### config.mk
export PLATFORM = sky130hd
export DESIGN_NAME = glob_regex_pattern_tokenizer
export DESIGN_NICKNAME = d
export VERILOG_FILES = /design/src/rtl/grpt_pkg.sv /design/src/rtl/grpt_front.sv /design/src/rtl/grpt_back.sv /design/src/rtl/glob_regex_pattern_tokenizer.sv
export SDC_FILE = /design/constraint.sdc
export NUM_CORES = 1
export LEC_CHECK = 0
export ABC_AREA = 1
export BUFFER_PORTS_ARGS = -buffer_cell sky130_fd_sc_hd__buf_2
export CAP_MARGIN = 5
export CORE_MARGIN = 2
export CORE_UTILIZATION = 55
export CTS_BUF_LIST = sky130_fd_sc_hd__clkbuf_16
export CTS_CLUSTER_SIZE = 14
export DETAILED_ROUTE_END_ITERATION = 6
export PLACE_DENSITY = 0.77
export RECOVER_POWER = 25
export REMOVE_ABC_BUFFERS = 1
export SYNTH_ARGS = -nofsm -noshare
export SYNTH_HDL_FRONTEND = slang
export SYNTH_SLANG_ARGS = --single-unit
### constraint.sdc
create_clock -name clk_i -period 15 [get_ports clk_i]
set_input_delay 3 -clock clk_i [delete_from_list [all_inputs] [get_ports clk_i]]
set_output_delay 3 -clock clk_i [all_outputs]
set_load 0.005 [all_outputs]
### src/rtl/grpt_pkg.sv
// Package: types, constants and classification helpers for the pattern tokenizer.
`timescale 1ns / 1ps
package grpt_pkg;

  localparam int unsigned MaxTokens     = 512;
  localparam int unsigned MaxPatternLen = 1024;
  localparam int unsigned MaxDepth      = 15;
  localparam int unsigned CntW          = $clog2(MaxTokens + 1);
  localparam int unsigned PosW          = $clog2(MaxPatternLen + 1);
  localparam int unsigned QDepth        = 4;
  localparam int unsigned QIdxW         = $clog2(QDepth);

  typedef enum logic [3:0] {
    KEmpty = 4'd0, KLit = 4'd1, KCount = 4'd2, KSet = 4'd3, KStar = 4'd4,
    KOpt = 4'd5, KPlus = 4'd6, KAny = 4'd7, KAnys = 4'd8, KOpen = 4'd9,
    KBranch = 4'd10, KClose = 4'd11, KClass = 4'd12, KOpts = 4'd13
  } kind_e;

  typedef enum logic [4:0] {
    StToken = 5'd0, StDone = 5'd1, StOverflow = 5'd2, StEndEsc = 5'd3,
    StBadEsc = 5'd4, StEndUs = 5'd5, StBadUs = 5'd6, StEndCnt = 5'd7,
    StBadCnt = 5'd8, StBadRegex = 5'd9, StOpenSet = 5'd10, StSetBrk = 5'd11,
    StSetChar = 5'd12, StBadClose = 5'd13, StOpenGrp = 5'd14, StTooLong = 5'd16
  } status_e;

  typedef enum logic [3:0] {
    MNormal, MEsc1, MEsc2, MEsc3, MEscUs, MCntA, MCntB, MCntD, MCntE,
    MSetFirst, MSetBody
  } mode_e;

  typedef struct packed {
    logic [7:0] pattern_byte;
    logic       pattern_end;
  } req_t;

  typedef struct packed {
    logic [3:0]  token_kind;
    logic [9:0]  token_offset;
    logic [10:0] token_length;
    logic [3:0]  nest_depth;
    logic [4:0]  status;
    logic        last_of_run;
  } rsp_t;

  // Classified work for the back end: up to two results per request.
  typedef struct packed {
    logic two;
    rsp_t r0;
    rsp_t r1;
  } job_t;

  function automatic logic is_digit(input logic [7:0] b);
    return b >= "0" && b <= "9";
  endfunction

  function automatic logic is_alnum(input logic [7:0] b);
    return is_digit(b) || (b >= "a" && b <= "z") || (b >= "A" && b <= "Z");
  endfunction

  function automatic logic is_class(input logic [7:0] b);
    case (b)
      "i", "I", "k", "K", "f", "F", "p", "P", "s", "S", "d", "D", "x", "X",
      "o", "O", "w", "W", "h", "H", "a", "A", "l", "L", "u", "U": return 1'b1;
      default: return 1'b0;
    endcase
  endfunction

  function automatic logic is_opt(input logic [7:0] b);
    case (b)
      "c", "C", "Z", "m", "M", "v", "V": return 1'b1;
      default: return 1'b0;
    endcase
  endfunction

  function automatic logic is_lit_esc(input logic [7:0] b);
    return b == "," || b == "?" || b == "{" || b == "}";
  endfunction

  function automatic logic is_set_extra(input logic [7:0] b);
    return b == "-" || b == "_" || b == "." || b == ":";
  endfunction

endpackage

### src/rtl/grpt_front.sv
// Front end: scans pattern bytes and builds result jobs.
`timescale 1ns / 1ps
module grpt_front (
  input  logic            clk_i,
  input  logic            rst_ni,
  input  logic            req_valid_i,
  input  grpt_pkg::req_t  req_i,
  output logic            req_ready_o,
  output logic            job_valid_o,
  output grpt_pkg::job_t  job_o,
  input  logic            job_ready_i
);
  import grpt_pkg::*;

  mode_e             mode_q, mode_d;
  logic              run_q, run_d, tok_q, tok_d, nest_q, nest_d;
  logic              err_q, err_d, cf_q, cf_d;
  logic [9:0]        rstart_q, rstart_d, cstart_q, cstart_d;
  logic [PosW-1:0]   pos_q, pos_d;
  logic [3:0]        depth_q, depth_d;
  kind_e             prev_q, prev_d;
  logic [CntW-1:0]   cnt_q, cnt_d;

  logic       fire, emit, fail;
  kind_e      ekind;
  logic [9:0] eoff;
  logic [10:0] elen;
  status_e    fcode;
  logic       jvalid;
  job_t       job;
  logic [7:0] b;
  logic [9:0] p;

  assign req_ready_o = job_ready_i;
  assign fire = req_valid_i && req_ready_o;
  assign b = req_i.pattern_byte;
  assign p = pos_q[9:0];

  // Byte classification: which construct (if any) ends here.
  always_comb begin
    mode_d = mode_q;
    nest_d = nest_q;
    run_d = run_q;
    rstart_d = rstart_q;
    cstart_d = cstart_q;
    emit = 1'b0;
    fail = 1'b0;
    ekind = KEmpty;
    eoff = cstart_q;
    elen = 11'd2;
    fcode = StOverflow;
    case (mode_q)
      MNormal: begin
        cstart_d = p;
        eoff = p;
        elen = 11'd1;
        if (b == "{") begin emit = 1'b1; ekind = KOpen; end
        else if (b == "}") begin emit = 1'b1; ekind = KClose; end
        else if (b == ",") begin emit = 1'b1; ekind = KBranch; end
        else if (b == "*") begin emit = 1'b1; ekind = KAnys; end
        else if (b == "?") begin emit = 1'b1; ekind = KAny; end
        else if (b == "\\") mode_d = MEsc1;
        else if (b == "[") mode_d = MSetFirst;
        else if (!run_q) begin run_d = 1'b1; rstart_d = p; end
      end
      MEsc1: begin
        if (b == "(") begin emit = 1'b1; ekind = KOpen; end
        else if (b == ")") begin emit = 1'b1; ekind = KClose; end
        else if (b == "|") begin emit = 1'b1; ekind = KBranch; end
        else if (is_lit_esc(b)) begin
          mode_d = MNormal;
          if (!run_q) begin run_d = 1'b1; rstart_d = cstart_q; end
        end
        else if (b == "*") begin emit = 1'b1; ekind = KStar; end
        else if (b == "+") begin emit = 1'b1; ekind = KPlus; end
        else if (b == "=") begin emit = 1'b1; ekind = KOpt; end
        else if (is_class(b)) begin emit = 1'b1; ekind = KClass; end
        else if (b == "_") mode_d = MEscUs;
        else if (b == "\\") mode_d = MEsc2;
        else if (is_opt(b)) begin emit = 1'b1; ekind = KOpts; end
        else begin fail = 1'b1; fcode = StBadRegex; end
      end
      MEsc2: begin
        if (b == "\\") mode_d = MEsc3;
        else begin fail = 1'b1; fcode = StBadEsc; end
      end
      MEsc3: begin
        if (b == "{") mode_d = MCntA;
        else begin fail = 1'b1; fcode = StBadEsc; end
      end
      MEscUs: begin
        elen = 11'd3;
        if (is_class(b)) begin emit = 1'b1; ekind = KClass; end
        else begin fail = 1'b1; fcode = StBadUs; end
      end
      MCntA, MCntB: begin
        if (is_digit(b) || (mode_q == MCntA && b == "-")) mode_d = MCntB;
        else if (b == ",") mode_d = MCntD;
        else if (b == "\\") mode_d = MCntE;
        else begin fail = 1'b1; fcode = StBadCnt; end
      end
      MCntD: begin
        if (b == "\\") mode_d = MCntE;
        else if (!is_digit(b)) begin fail = 1'b1; fcode = StBadCnt; end
      end
      MCntE: begin
        elen = {1'b0, p - cstart_q} + 11'd1;
        if (b == "}") begin emit = 1'b1; ekind = KCount; end
        else begin fail = 1'b1; fcode = StBadCnt; end
      end
      MSetFirst, MSetBody: begin
        elen = {1'b0, p - cstart_q} + 11'd1;
        mode_d = MSetBody;
        if (mode_q == MSetFirst) nest_d = 1'b0;
        if (mode_q == MSetFirst && b == "^") nest_d = 1'b0;
        else if (b == "[") begin
          if (nest_q && mode_q == MSetBody) begin fail = 1'b1; fcode = StSetBrk; end
          else nest_d = 1'b1;
        end
        else if (b == "]") begin
          if (nest_q && mode_q == MSetBody) nest_d = 1'b0;
          else begin emit = 1'b1; ekind = KSet; end
        end
        else if (!(is_alnum(b) || is_set_extra(b))) begin
          fail = 1'b1; fcode = StSetChar;
        end
      end
      default: mode_d = MNormal;
    endcase
  end

  // Token emission, error and terminator handling.
  always_comb begin
    logic             empty;
    logic [CntW:0]    need;
    logic [3:0]       tdepth;
    rsp_t             tk, lt, em, st;
    tok_d = tok_q; prev_d = prev_q; cnt_d = cnt_q; depth_d = depth_q;
    cf_d = cf_q; err_d = err_q; pos_d = pos_q;
    jvalid = 1'b0;
    job = '0;
    empty = !run_q && tok_q && (ekind == KBranch || ekind == KClose) &&
            (prev_q == KOpen || prev_q == KBranch);
    need = {1'b0, cnt_q} + (CntW+1)'(run_q) + (CntW+1)'(empty) + (CntW+1)'(1);
    tdepth = depth_q;
    st = '0;
    st.last_of_run = 1'b1;
    lt = '0;
    lt.token_kind = KLit;
    lt.token_offset = rstart_q;
    lt.token_length = {1'b0, eoff - rstart_q};
    lt.nest_depth = depth_q;
    em = '0;
    em.token_kind = KEmpty;
    em.token_offset = eoff;
    em.nest_depth = depth_q;
    tk = '0;
    if (req_i.pattern_end) begin
      if (!err_q) begin
        jvalid = 1'b1;
        if (mode_q != MNormal) begin
          case (mode_q)
            MEsc1, MEsc2, MEsc3: st.status = StEndEsc;
            MEscUs: st.status = StEndUs;
            MCntA: st.status = StEndCnt;
            MSetFirst, MSetBody: st.status = StOpenSet;
            default: st.status = StBadCnt;
          endcase
          job.r0 = st;
        end else if (run_q && ({1'b0, cnt_q} + (CntW+1)'(1)) > (CntW+1)'(MaxTokens)) begin
          st.status = StOverflow;
          job.r0 = st;
        end else begin
          st.status = cf_q ? StBadClose : (depth_q != 4'd0 ? StOpenGrp : StDone);
          if (run_q) begin
            job.two = 1'b1;
            lt.token_length = 11'({1'b0, pos_q} - {1'b0, 11'(rstart_q)});
            job.r0 = lt;
            job.r1 = st;
          end else job.r0 = st;
        end
      end
    end else if (!err_q) begin
      if (pos_q >= PosW'(MaxPatternLen)) begin
        jvalid = 1'b1; err_d = 1'b1; st.status = StTooLong; job.r0 = st;
      end else begin
        pos_d = pos_q + PosW'(1);
        if (fail) begin
          jvalid = 1'b1; err_d = 1'b1; st.status = fcode; job.r0 = st;
        end else if (emit) begin
          jvalid = 1'b1;
          if (need > (CntW+1)'(MaxTokens) ||
              (ekind == KOpen && depth_q >= 4'(MaxDepth))) begin
            err_d = 1'b1; st.status = StOverflow; job.r0 = st;
          end else begin
            if (ekind == KOpen) begin
              depth_d = depth_q + 4'd1; tdepth = depth_d;
            end else if (ekind == KClose) begin
              if (depth_q == 4'd0) cf_d = 1'b1;
              else depth_d = depth_q - 4'd1;
            end
            tk.token_kind = ekind;
            tk.token_offset = eoff;
            tk.token_length = elen;
            tk.nest_depth = tdepth;
            tk.last_of_run = 1'b1;
            if (run_q) begin job.two = 1'b1; job.r0 = lt; job.r1 = tk; end
            else if (empty) begin job.two = 1'b1; job.r0 = em; job.r1 = tk; end
            else job.r0 = tk;
            cnt_d = need[CntW-1:0];
            prev_d = ekind;
            tok_d = 1'b1;
          end
        end
      end
    end
  end

  always_ff @(posedge clk_i or negedge rst_ni) begin
    if (!rst_ni) begin
      mode_q <= MNormal; run_q <= 1'b0; tok_q <= 1'b0; nest_q <= 1'b0;
      err_q <= 1'b0; cf_q <= 1'b0; rstart_q <= '0; cstart_q <= '0;
      pos_q <= '0; depth_q <= '0; prev_q <= KEmpty; cnt_q <= '0;
    end else if (fire) begin
      if (req_i.pattern_end) begin
        mode_q <= MNormal; run_q <= 1'b0; tok_q <= 1'b0; nest_q <= 1'b0;
        err_q <= 1'b0; cf_q <= 1'b0; rstart_q <= '0; cstart_q <= '0;
        pos_q <= '0; depth_q <= '0; prev_q <= KEmpty; cnt_q <= '0;
      end else if (!err_q) begin
        pos_q <= pos_d;
        err_q <= err_d;
        if (pos_q < PosW'(MaxPatternLen)) begin
          mode_q <= (emit || fail) ? MNormal : mode_d;
          nest_q <= fail ? 1'b1 : nest_d;
          cstart_q <= cstart_d;
          rstart_q <= rstart_d;
          run_q <= (emit && !err_d) ? 1'b0 : run_d;
          tok_q <= tok_d; prev_q <= prev_d; cnt_q <= cnt_d;
          depth_q <= depth_d; cf_q <= cf_d;
        end
      end
    end
  end

  assign job_valid_o = fire && jvalid;
  assign job_o = job;

  a_one_result_on_error: assert property (@(posedge clk_i) disable iff (!rst_ni)
    job_valid_o && job_o.r0.status != StToken && !job_o.two |-> job_o.r0.last_of_run)
    else $error("status result without last flag");
  a_err_silent: assert property (@(posedge clk_i) disable iff (!rst_ni)
    err_q && fire && !req_i.pattern_end |-> !job_valid_o)
    else $error("output while error held");
  a_depth_range: assert property (@(posedge clk_i) disable iff (!rst_ni)
    depth_q <= 4'(MaxDepth))
    else $error("group depth beyond limit");
endmodule

### src/rtl/grpt_back.sv
// Back end: job queue and serializer to the result channel.
`timescale 1ns / 1ps
module grpt_back (
  input  logic            clk_i,
  input  logic            rst_ni,
  input  logic            job_valid_i,
  input  grpt_pkg::job_t  job_i,
  output logic            job_ready_o,
  output logic            rsp_valid_o,
  output grpt_pkg::rsp_t  rsp_o,
  input  logic            rsp_ready_i
);
  import grpt_pkg::*;

  job_t            mem_q [QDepth];
  logic [QIdxW-1:0] wr_q, rd_q;
  logic [QIdxW:0]   cnt_q;
  logic            half_q;
  logic            push, pop, take;

  assign job_ready_o = cnt_q < (QIdxW+1)'(QDepth);
  assign rsp_valid_o = cnt_q != '0;
  assign rsp_o = (mem_q[rd_q].two && !half_q) ? mem_q[rd_q].r0 :
                 (mem_q[rd_q].two ? mem_q[rd_q].r1 : mem_q[rd_q].r0);
  assign take = rsp_valid_o && rsp_ready_i;
  assign pop = take && (!mem_q[rd_q].two || half_q);
  assign push = job_valid_i;

  always_ff @(posedge clk_i) begin
    if (push) mem_q[wr_q] <= job_i;
  end

  always_ff @(posedge clk_i or negedge rst_ni) begin
    if (!rst_ni) begin
      wr_q <= '0; rd_q <= '0; cnt_q <= '0; half_q <= 1'b0;
    end else begin
      if (push) wr_q <= wr_q + QIdxW'(1);
      if (pop) rd_q <= rd_q + QIdxW'(1);
      cnt_q <= cnt_q + (QIdxW+1)'(push) - (QIdxW+1)'(pop);
      if (pop) half_q <= 1'b0;
      else if (take) half_q <= 1'b1;
    end
  end

  a_no_overflow: assert property (@(posedge clk_i) disable iff (!rst_ni)
    cnt_q <= (QIdxW+1)'(QDepth))
    else $error("job queue overflow");
  a_half_needs_two: assert property (@(posedge clk_i) disable iff (!rst_ni)
    half_q |-> rsp_valid_o && mem_q[rd_q].two)
    else $error("second half without pair");
  a_pop_last: assert property (@(posedge clk_i) disable iff (!rst_ni)
    pop |-> rsp_o.last_of_run)
    else $error("job retired before its last result");
endmodule

### src/rtl/glob_regex_pattern_tokenizer.sv
// Top level of the glob/regex pattern tokenizer.
`timescale 1ns / 1ps
// A request's results are registered in the job queue when it is accepted.
// Throughput: one request per cycle while the job queue has room; requests
//   with two results send them in turn, so the result port bounds the rate.
// A four-entry job queue decouples the scanner from the result serializer.
// Reset (rst_ni low, async) returns scan state and queue to empty.
module glob_regex_pattern_tokenizer (
  input  logic            clk_i,
  input  logic            rst_ni,
  input  logic            in_valid_i,
  output logic            in_ready_o,
  input  grpt_pkg::req_t  in_data_i,
  output logic            out_valid_o,
  input  logic            out_ready_i,
  output grpt_pkg::rsp_t  out_data_o
);
  import grpt_pkg::*;

  logic job_valid, job_ready;
  job_t job;

  // Scanner: classifies each byte, tracks nesting and literal runs.
  grpt_front u_front (
    .clk_i, .rst_ni,
    .req_valid_i(in_valid_i), .req_i(in_data_i), .req_ready_o(in_ready_o),
    .job_valid_o(job_valid), .job_o(job), .job_ready_i(job_ready)
  );

  // Serializer: queues jobs, delivers one result per cycle on out_ready_i.
  grpt_back u_back (
    .clk_i, .rst_ni,
    .job_valid_i(job_valid), .job_i(job), .job_ready_o(job_ready),
    .rsp_valid_o(out_valid_o), .rsp_o(out_data_o), .rsp_ready_i(out_ready_i)
  );
endmodule
==> flow_summary_export.csv <==
group,metric,value,unit
sta,clock_skew,0.0244,ns
run_status,violations,"capacitance limit, slew limit",
critical_path,r2r-end,"u_back.mem_q[0][21]",
layout,area_delta_synth_final,9.09,%
critical_path,reg2reg_from,"u_front.mode_q[2]",
routing,wl_met1,19000,um
routing,drtPass1Iterations,6,
critical_path,path_cells,"clkbuf_1 -> inv_1 -> ha_1 -> nand3_1 -> inv_1 -> nand2_1 -> nand2_1 -> nor2_1 -> nand2_1 -> nor2_1 -> nand4_1 -> nand2_1 -> nor2_1 -> nand2_1 -> nor2_1 -> nand2_1 -> nand3_1 -> nor2_4 -> clkbuf_1",
yosys,async_flop_share,0.195,
die,die_width,183,um
routing,drtIter0Drc,1371,
critical_path,critPathRequiredTime,15.01,ns
yosys,yosysSeqAreaShare,0.556,
sta,drv_slew,340,
place,gp_congestion,0.935,
global_routing,grt_pass1_wl,71200,um
place,dp_cells,2293,
critical_path,slowest_delay,3.37,ns
sta,max_freq,107,MHz
die,start_util,0.559,
yosys,ys_types,50,
hold_path,hp-class,"flip-flop to flip-flop",
power,powerDensity,198,mW/mm2
clock_tree,tritoncts,"built",
yosys,ys_warn_count,0,
routing,antenna_left,0,
sta,grt_setup_unrepaired,"false",
clock_tree,clk_pin_slew,0.06,ns
clock_tree,cts_max_level,2,
critical_path,cp_max_fo,68,
power,switching_share,0.420,
clock_tree,cts_root_buf,"clkbuf_16",
yosys,synth_area,0.0177,mm2
routing,wl_met2,21100,um
clock_tree,post_cts_resized,0,
critical_path,worstPathArrival,9.36,ns
yosys,synth_top_area_frac,0.462,
power,power.total,3.82,mW
global_routing,antenna_found_initial,0,
clock_tree,hold_buffers,0,
power,p_int,2.21,mW
sta,hold_violations,0,
hold_path,worstHoldStart,"u_front.prev_q[3]",
layout,nets,1996,
yosys,synth_edf_count,272,
sta,finalCritPeriodShare,0.623,
routing,wl_per_cell,19.0,um
clock_tree,cts_buffers,36,
hold_path,hold_end,"u_front.prev_q[3]",
power,ir_worst_vdd,0.0000998,V
critical_path,rrSetupSlack,8.10,ns
place,hpwl,28500,um
die,core_area,0.0316,mm2
yosys,synth_seq_cells,338,
critical_path,crit_top_cell,"nand2_1",
critical_path,critPathSlowestCell,"clkbuf_1",
routing,top_layer,"met4",
global_routing,grt-ovfl-total,0,
sta,setup_violations,0,
sta,holdWs,0.489,ns
layout,n_fill_cell,2600,
routing,num_vias,14000,
clock_tree,post_cts_buffers,0,
critical_path,ff2ff_path_depth,14,
die,pin_count,50,
sta,setup_ws,5.65,ns
yosys,syn_avg_cell_area,9.24,um2
clock_tree,cts_buffer_depth,3,
power,p_sw,1.60,mW
die,dieArea,0.0336,mm2
place,place_ws,6.22,ns
routing,drc,0,
critical_path,path_class,"input pin to flip-flop",
routing,wl_met3,3460,um
layout,n_antenna_cell,0,
layout,fin_cells,2357,
global_routing,grtUsageTotal,0.269,
critical_path,crit_path_start_kind,"input pin",
critical_path,path_delay_family,"buffers and inverters",
power,power_frac_clock,0.223,
yosys,syn_inst,1912,
power,p_leak,7.64,nW
sta,timing.final.crit_period,9.35,ns
clock_tree,cts_sinks,338,
sta,worstMarginPinSlew,4.79,ns
yosys,yosys-top-cells-area,"edfxtp_1, dfrtp_1, o21ai_0",
clock_tree,worstSkewPairLatency,0.53,ns
yosys,synthFlopType,"edfxtp_1",
hold_path,hold_depth,2,
place,portBuffers,49,
run_status,status,"finished, violations left",
layout,drive_gt1_frac,0.0854,
global_routing,grt_pass1_vias,13598,
die,chipHeight,183,um
routing,routed_wl,44700,um
power,p_comb_frac,0.441,
global_routing,grt_max_degree,100,
sta,maxSlewHeadroom,-2.19,
critical_path,cp-end-kind,"flip-flop",
critical_path,worst-path-buf-inv,4,
power,pwr-share-seq,0.336,
die,rows,65,
flow_run,cap_violations,7,
sta,fin_tns_setup,0,ns
routing,routed_via_density,5.94,
yosys,synth_area_leader_cell,"edfxtp_1",
[layout by cell type (no fill, tap or decap), drive strengths merged, types with 2 or more instances in the layout]
master	netlist	routed
nand2	323	323
nor2	302	302
edfxtp	272	272
o21ai	270	270
inv	200	210
nand3	69	69
a21oi	66	66
dfrtp	66	66
o22ai	55	55
clkbuf	69	53
ha	49	49
buf	16	49
o221ai	35	35
xor2	23	23
nand4	22	22
nor3	21	21
clkinv	2	13
xnor2	6	6
nor4	5	5
or2	5	5
fa	5	5
o31ai	4	4
o211ai	3	3
o2111ai	3	3
nand3b	3	3
nor3b	3	3
clkinvlp	0	3
a21o	2	2
o311ai	2	2
a32o	2	2
a31oi	2	2
bufinv	0	2
[synthesized netlist by cell type, types with 2 or more instances]
cell / instances
xor2_1: 23
clkinv_1: 2
o21ai_0: 253
a21o_1: 2
a32o_1: 2
o22ai_1: 55
nand2_1: 312
nor2_2: 18
nand3_1: 64
nand2_2: 11
buf_6: 4
nand4_1: 22
edfxtp_1: 272
o2111ai_1: 3
or2_2: 5
xnor2_1: 6
nor2_1: 275
buf_2: 8
buf_4: 3
nand3_2: 4
nand3b_1: 3
dfrtp_1: 66
a21oi_1: 65
o31ai_1: 4
a31oi_1: 2
inv_2: 17
o21ai_1: 17
inv_1: 182
o311ai_0: 2
nor3_1: 21
nor3b_1: 3
o221ai_1: 35
nor2_4: 9
o211ai_1: 3
nor4_1: 4
ha_1: 49
clkbuf_1: 69
fa_1: 5
[power groups by stage]
stage | Sequential [mW] | Clock [mW] | Combinational (mW)
finish | 1.28 | 0.852 | 1.68
global route | 1.30 | 0.897 | 1.89
CTS | 1.27 | 0.859 | 1.68
detailed placement | 1.29 | 0 | 1.67
global placement | 1.29 | 0 | 1.64
floorplan | 1.31 | 0 | 1.08
[routing by layer]
| metal | vias up | track usage |
|---|---|---|
| met1 | 6667 | 0.365 |
| met5 | - | 0 |
| met2 | 621 | 0.445 |
| met3 | 81 | 0.0449 |
| li1 | 6631 | - |
| met4 | 0 | 0.0874 |
[registers in the layout, indices dropped and copies added (netlist names)]
signal	count
u_back.cnt_q	3
u_back.half_q	1
u_back.mem_q	272
u_back.rd_q	2
u_back.wr_q	2
u_front.cf_q	1
u_front.cnt_q	10
u_front.cstart_q	10
u_front.depth_q	4
u_front.err_q	1
u_front.mode_q	4
u_front.nest_q	1
u_front.pos_q	11
u_front.prev_q	4
u_front.rstart_q	10
u_front.run_q	1
u_front.tok_q	1
[metrics by stage]
stage | instance area [um2] | utilization
2_1_floorplan | 17300 | -
3_3_place_gp | 18200 | 0.576
3_5_place_dp | 18200 | 0.576
4_1_cts | 19400 | 0.612
5_1_grt | 19300 | 0.609
6_report | 19300 | 0.609
[logic make-up (layout without fill, tap and decap cells)]
logic type	Yosys count	in the layout	share of synthesized area
AOI/OAI and AO/OA	450	450	0.143
xor gates and xnor gates	29	29	0.0144
adders and majority gates	54	54	0.0404
buffers and inverters	287	330	0.0640
DFF	338	338	0.556
and+or+nand+nor	754	754	0.183
[final cells by class]
| cell class | count | area [um2] | share of cell area |
|---|---|---|---|
| Sequential cell | 338 | 9820 | 0.509 |
| Tap cell | 402 | 503 | 0.0261 |
| Clock inverter | 26 | 191 | 0.00993 |
| Timing Repair Buffer | 64 | 322 | 0.0167 |
| Inverter | 202 | 762 | 0.0395 |
| Clock buffer | 38 | 951 | 0.0493 |
| Multi-Input combinational cell | 1287 | 6730 | 0.349 |
[how the worst max path moves through the flow]
stage	depth (start not counted)	to	start	slack (ns)
after CTS	29	u_back.mem_q[3][32]	in_data_i[2]	6.74
after floorplan	8	out_data_o[3]	u_back.rd_q[0]	5.91
after global routing	19	u_back.mem_q[0][64]	in_data_i[2]	5.18
after global placement	29	u_back.mem_q[0][31]	in_data_i[2]	6.49
after detailed placement	29	u_back.mem_q[2][32]	in_data_i[2]	6.22
final	19	u_back.mem_q[0][21]	in_data_i[2]	5.65
[worst reg2reg max path, cell delays in order, from the launching register on]
cell and delay [ns]:
dfrtp_1 0.42, inv_1 0.10, nand2_1 0.11, inv_1 0.13, nand2_1 0.28, nor2_2 0.37, nand4_1 0.25, nand2_1 0.16
nor2_1 0.07, nand2_1 0.13, nor2_1 0.14, nand2_1 0.11, nand3_1 0.50, nor2_4 0.21, clkbuf_1 3.37
(Power assumes the default switching activity.)
